### src/design/velocity_rescale_thermostat_macros.svh
// Assertion macros for the velocity rescale thermostat.
`ifndef VELOCITY_RESCALE_THERMOSTAT_MACROS_SVH
`define VELOCITY_RESCALE_THERMOSTAT_MACROS_SVH
// Implication checked on every clock edge outside reset.
`define VRT_ASSERT_IMP(lbl, ante, cons) \
  lbl: assert property (@(posedge clk) disable iff (!rst_n) (ante) |-> (cons)) \
    else $error("%m: check failed");
// Next-cycle implication checked outside reset.
`define VRT_ASSERT_NXT(lbl, ante, cons) \
  lbl: assert property (@(posedge clk) disable iff (!rst_n) (ante) |=> (cons)) \
    else $error("%m: check failed");
`endif

### src/design/vrt_pkg.sv
// Package: widths, constants and shared types of the thermostat.
package vrt_pkg;
  localparam int VelBits = 32;
  localparam logic [16:0] FactorOne = 17'd65536;
  localparam logic [16:0] FactorMax = 17'd78643;
  localparam logic [16:0] FactorMin = 17'd52429;
  localparam logic [1:0] CfgEnabled = 2'd0;
  localparam logic [1:0] CfgTarget  = 2'd1;
  localparam logic [1:0] CfgCoupling = 2'd2;

  typedef enum logic [3:0] {
    CMD_NONE, CMD_VEL, CMD_PASS, CMD_REP_START, CMD_REP_OFF, CMD_DIV, CMD_TERM, CMD_SQRT,
    CMD_FINISH
  } cmd_op_t;

  typedef struct packed {
    cmd_op_t op;
    logic    load;
  } dp_cmd_t;

  typedef struct packed {
    logic step_last;
  } dp_stat_t;
endpackage

### src/design/vrt_ctrl.sv
// Controller: sequences reports and velocity requests, holds the output handshake.
module vrt_ctrl import vrt_pkg::*; (
  input  logic     clk,
  input  logic     rst_n,
  input  logic     in_valid,
  output logic     in_ready,
  input  logic     req_vel,
  input  logic     enabled,
  output logic     out_valid,
  input  logic     out_ready,
  output dp_cmd_t  cmd,
  input  dp_stat_t stat
);
`include "velocity_rescale_thermostat_macros.svh"
  typedef enum logic [2:0] {S_IDLE, S_DIV, S_TERM, S_SQRT, S_FIN} state_t;
  state_t state_r;
  logic   out_valid_r;
  logic   take;

  assign in_ready = (state_r == S_IDLE) && (!out_valid_r || out_ready);
  assign take = in_valid && in_ready;
  assign out_valid = out_valid_r;

  always_comb begin
    cmd.op = CMD_NONE; cmd.load = take;
    unique case (state_r)
      S_IDLE: if (take) begin
        if (req_vel) cmd.op = enabled ? CMD_VEL : CMD_PASS;
        else cmd.op = enabled ? CMD_REP_START : CMD_REP_OFF;
      end
      S_DIV:  cmd.op = CMD_DIV;
      S_TERM: cmd.op = CMD_TERM;
      S_SQRT: cmd.op = CMD_SQRT;
      S_FIN:  cmd.op = CMD_FINISH;
      default: cmd.op = CMD_NONE;
    endcase
  end

  always_ff @(posedge clk) begin
    if (!rst_n) begin
      state_r <= S_IDLE; out_valid_r <= 1'b0;
    end else begin
      if (out_valid_r && out_ready) out_valid_r <= 1'b0;
      unique case (state_r)
        S_IDLE: if (take) begin
          if (req_vel) out_valid_r <= 1'b1;
          else if (enabled) state_r <= S_DIV;
          else out_valid_r <= 1'b1;
        end
        S_DIV:  if (stat.step_last) state_r <= S_TERM;
        S_TERM: if (stat.step_last) state_r <= S_SQRT;
        S_SQRT: if (stat.step_last) state_r <= S_FIN;
        S_FIN: begin
          state_r <= S_IDLE; out_valid_r <= 1'b1;
        end
        default: state_r <= S_IDLE;
      endcase
    end
  end

  `VRT_ASSERT_IMP(a_busy_no_ready, state_r != S_IDLE, !in_ready)
  `VRT_ASSERT_NXT(a_fin_valid, state_r == S_FIN, out_valid_r)
  `VRT_ASSERT_IMP(a_busy_no_out, (state_r == S_DIV) || (state_r == S_SQRT), !out_valid_r)
endmodule

### config.mk
export PLATFORM = sky130hd
export DESIGN_NAME = vrt_ctrl
export DESIGN_NICKNAME = d
export VERILOG_FILES = /design/src/design/vrt_pkg.sv /design/src/design/vrt_ctrl.sv
export VERILOG_INCLUDE_DIRS = /design/src /design/src/design
export SDC_FILE = /design/constraint.sdc
export NUM_CORES = 1
export LEC_CHECK = 0
export ABC_AREA = 1
export BUFFER_PORTS_ARGS = -buffer_cell sky130_fd_sc_hd__buf_4
export CAP_MARGIN = 20
export CORE_AREA = 5 5 42 44
export CTS_BUF_LIST = sky130_fd_sc_hd__clkbuf_4
export CTS_CLUSTER_DIAMETER = 200
export DETAILED_ROUTE_END_ITERATION = 8
export DIE_AREA = 0 0 47 49
export PLACE_DENSITY = 0.5
export SLEW_MARGIN = 20
export SYNTH_ARGS = -nofsm -noshare
export SYNTH_HDL_FRONTEND = slang
export SYNTH_SLANG_ARGS = --single-unit
export TNS_END_PERCENT = 1
### constraint.sdc
create_clock -name clk -period 1.6 [get_ports clk]
set_clock_uncertainty 0.05 [all_clocks]
set_input_delay 0.08 -clock clk [delete_from_list [all_inputs] [get_ports clk]]
set_output_delay 0.08 -clock clk [all_outputs]
set_load 0.02 [all_outputs]
==> results.md <==
* Worst r2r src: state_r[1]
* Clock root buffer: clkbuf_4
* Vias post-DR at 342
* Max H-tree Level at 1
* CP delay by family, top: simple AND/OR/NAND/NOR gates
* Detailed-route wire length at 754 µm
* Crit path kind: reg2out
* # diodes at 0
* Chip Width at 47 µm
* Netlist cell types at 19
* HP Class: in2reg
* Clk sink count at 4
* Status: finished, final reports clean
* Sequential share of the synthesized area at 24.90%
* CP Launch Type: flop
* Crit path capture type: output pin
* First-pass GRT wire length at around 1200 µm
* Clock Pin Slew Worst Setup and Hold Paths at ~0.04 ns
* Hold path depth at 3
* Crit path time final at roughly 1.5 ns
* Hold_sp: stat
* DR DRC count at 0
* Core box area at 1401 µm²
* # rows at 14
* Syn nets at 57
* Slew Viols, Final at 0
* Leading cell type in the layout, fill and taps excluded: buf_4
* Die height at ~50 µm
* Crit-path cells: nor2_4, nand2_2, nor2_4, nand2_2, clkinv_2, nand2_2, a22oi_2, buf_4
* DR vias/cell at about 4.2
* Fin crit share at around 90%
* Clock buffer depth at 2
* Vias in the first global route at between 300 and 400
* Fillcell total at 167
* DRT iter0 DRCs at 4
* Placer Congestion at approximately 0.72
* Die Area at 2303 µm²
* Max-cap violations at 0
* Drt wl/cell at slightly above 9 µm
* Synth warn at 0
* Num CTS Buffers at 3
* PwrDens at ~1800 nW/µm²
* Layout cells sized above 1 at 44.62%
* VDD IR-drop max at about 570 µV
* Unrepaired setup endpoints after global routing: false
* Tightest Pin Transition at 0.2268 ns
* Post-layout total power at between 800 and 900 µW
* Final nets at 75
* Crit path top cell by count: nand2_2
* FMAX at 0.6830 GHz
* DRT antenna net count at 0
* Non-Filler Instances at between 80 and 90
* Leading cell types in the layout, fill and taps excluded: 14 x buf_4, 8 x inv_1, 8 x nor2_1, 7 x nand2_1, 4 x nand2_2
* Worst setup margin at between 0.1 and 0.15 ns
* Reg2reg setup slack at around 0.46 ns
* Yosys reg bits at 4
* Worst-path maximum fanout at 4
* I/O pins at 14
* CP arrival at between 1 and 1.5 ns
* Sum Neg Setup Slack at 0 ns
* Area Growth Syn to Fin at 44.36%
* Max-slew headroom at a little over four fifths
* Fin Hold WS at roughly 0.09 ns
* # setup viols final at 0
* Leak at around 0.25 nW
* Grt ovf at 0
* Pin count of the biggest net entering global routing at 8
* DRT Pass-1 Iters at 3
* CP max stage delay at 0.33 ns
* Fin. Hold Viols at 0
* Place WS at roughly 0.31 ns
* Initial Util at a little under a quarter
* Cell area after synthesis at ~320 µm²
* CTS tree: yes
* Clk_lat worst skew at 0.23 ns
* Synth top area cells: dfxtp_1 25%, inv_1 9.3%, nor2_1 9.3%
* Register area at 82.58 µm²
* Initial antenna violation count at 0
* Hold endpoint: state_r[1]
* CP max-delay cell: dfxtp_1
* Yosys top cell by area: dfxtp_1
* Inst Count DP at between 70 and 80
* Final HPWL DP at 638.7 µm
* Reg2reg end: state_r[0]
* R2R depth at 6
* CP required at 1.47 ns
* CP bufs+invs at 2
* Global-route usage over all layers at approximately 6.8%
* Synth top area share at about a quarter
* Area occupied by multi-input gates at just under 200 µm²
* Port bufs at 13
* Gate count after technology mapping at approximately 50
* Avg Cell Area, Syn at 6.562 µm²
metal layers:
metal	share of wire, %	GRT usage [%]	up-vias
li1	-	-	186
met1	44	9.011	148
met2	46	9.276	8
met3	9.5	1.845	0
met4	0	4.147	0
met5	0	0	-
Yosys cell counts:
cell type  n
nor2_1     8
o21bai_1   2
a21oi_1    1
nor2_4     2
clkinv_2   1
nand2_1    7
inv_1      8
a22oi_2    1
inv_2      1
dfxtp_1    4
nand4_1    1
a31oi_1    1
buf_4      1
nand3_1    1
ha_1       1
o21ai_0    2
nand2_2    4
a21oi_2    1
nor3_1     2
per-stage QoR:
step / utilization [%] / instance area (µm²)
finish: 33.13 / 464.2
CTS: 32.41 / 454.2
floorplan: - / 321.6
detailed placement: 30.80 / 431.7
global route: 33.13 / 464.2
global placement: 30.80 / 431.7
worst max path at each step:
stage	from	to	slack (ns)	cells after the start
after detailed placement	state_r[0]	cmd[2]	0.31	8
final	state_r[1]	cmd[2]	0.14	8
after floorplan	state_r[0]	cmd[1]	0.18	5
after global routing	state_r[1]	cmd[2]	0.02	8
after CTS	state_r[0]	cmd[2]	0.05	8
after global placement	state_r[0]	cmd[2]	0.30	8
sequential cells by signal (all words and copies together), names as in the netlist:
register   flops
out_valid      1
state_r        3
where the power goes:
part	switching (mW)	internal [mW]	total, mW
logic	0.310	0.223	0.533
clock network	0.0388	0.0837	0.122
registers	0.0376	0.130	0.168
layout make-up:
class | instances | area share [%]
clock buffer | 3 | 4.852
inverter | 10 | 8.356
multi-input combinational | 34 | 42.05
sequential | 4 | 17.79
tap | 16 | 4.313
timing repair buffer | 14 | 22.64
worst min-delay path: stages:
cell and delay [ns]:
buf_4 0.09, o21bai_1 0.09, a21oi_1 0.05
what timing repair did:
item	in CTS	in global routing
gates resized for setup	0	2
hold buffers	0	0
buffers inserted	0	1
endpoints found under the setup margin	0	2
logic make-up after synthesis:
kind of cell	Yosys count	synth area share [%]
simple gates	25	38.91
buf+inv	11	14.40
compound gates	8	17.90
flops	4	24.90
fa+ha+maj	1	3.890
Note: power is estimated with default switching activity, not from simulation.
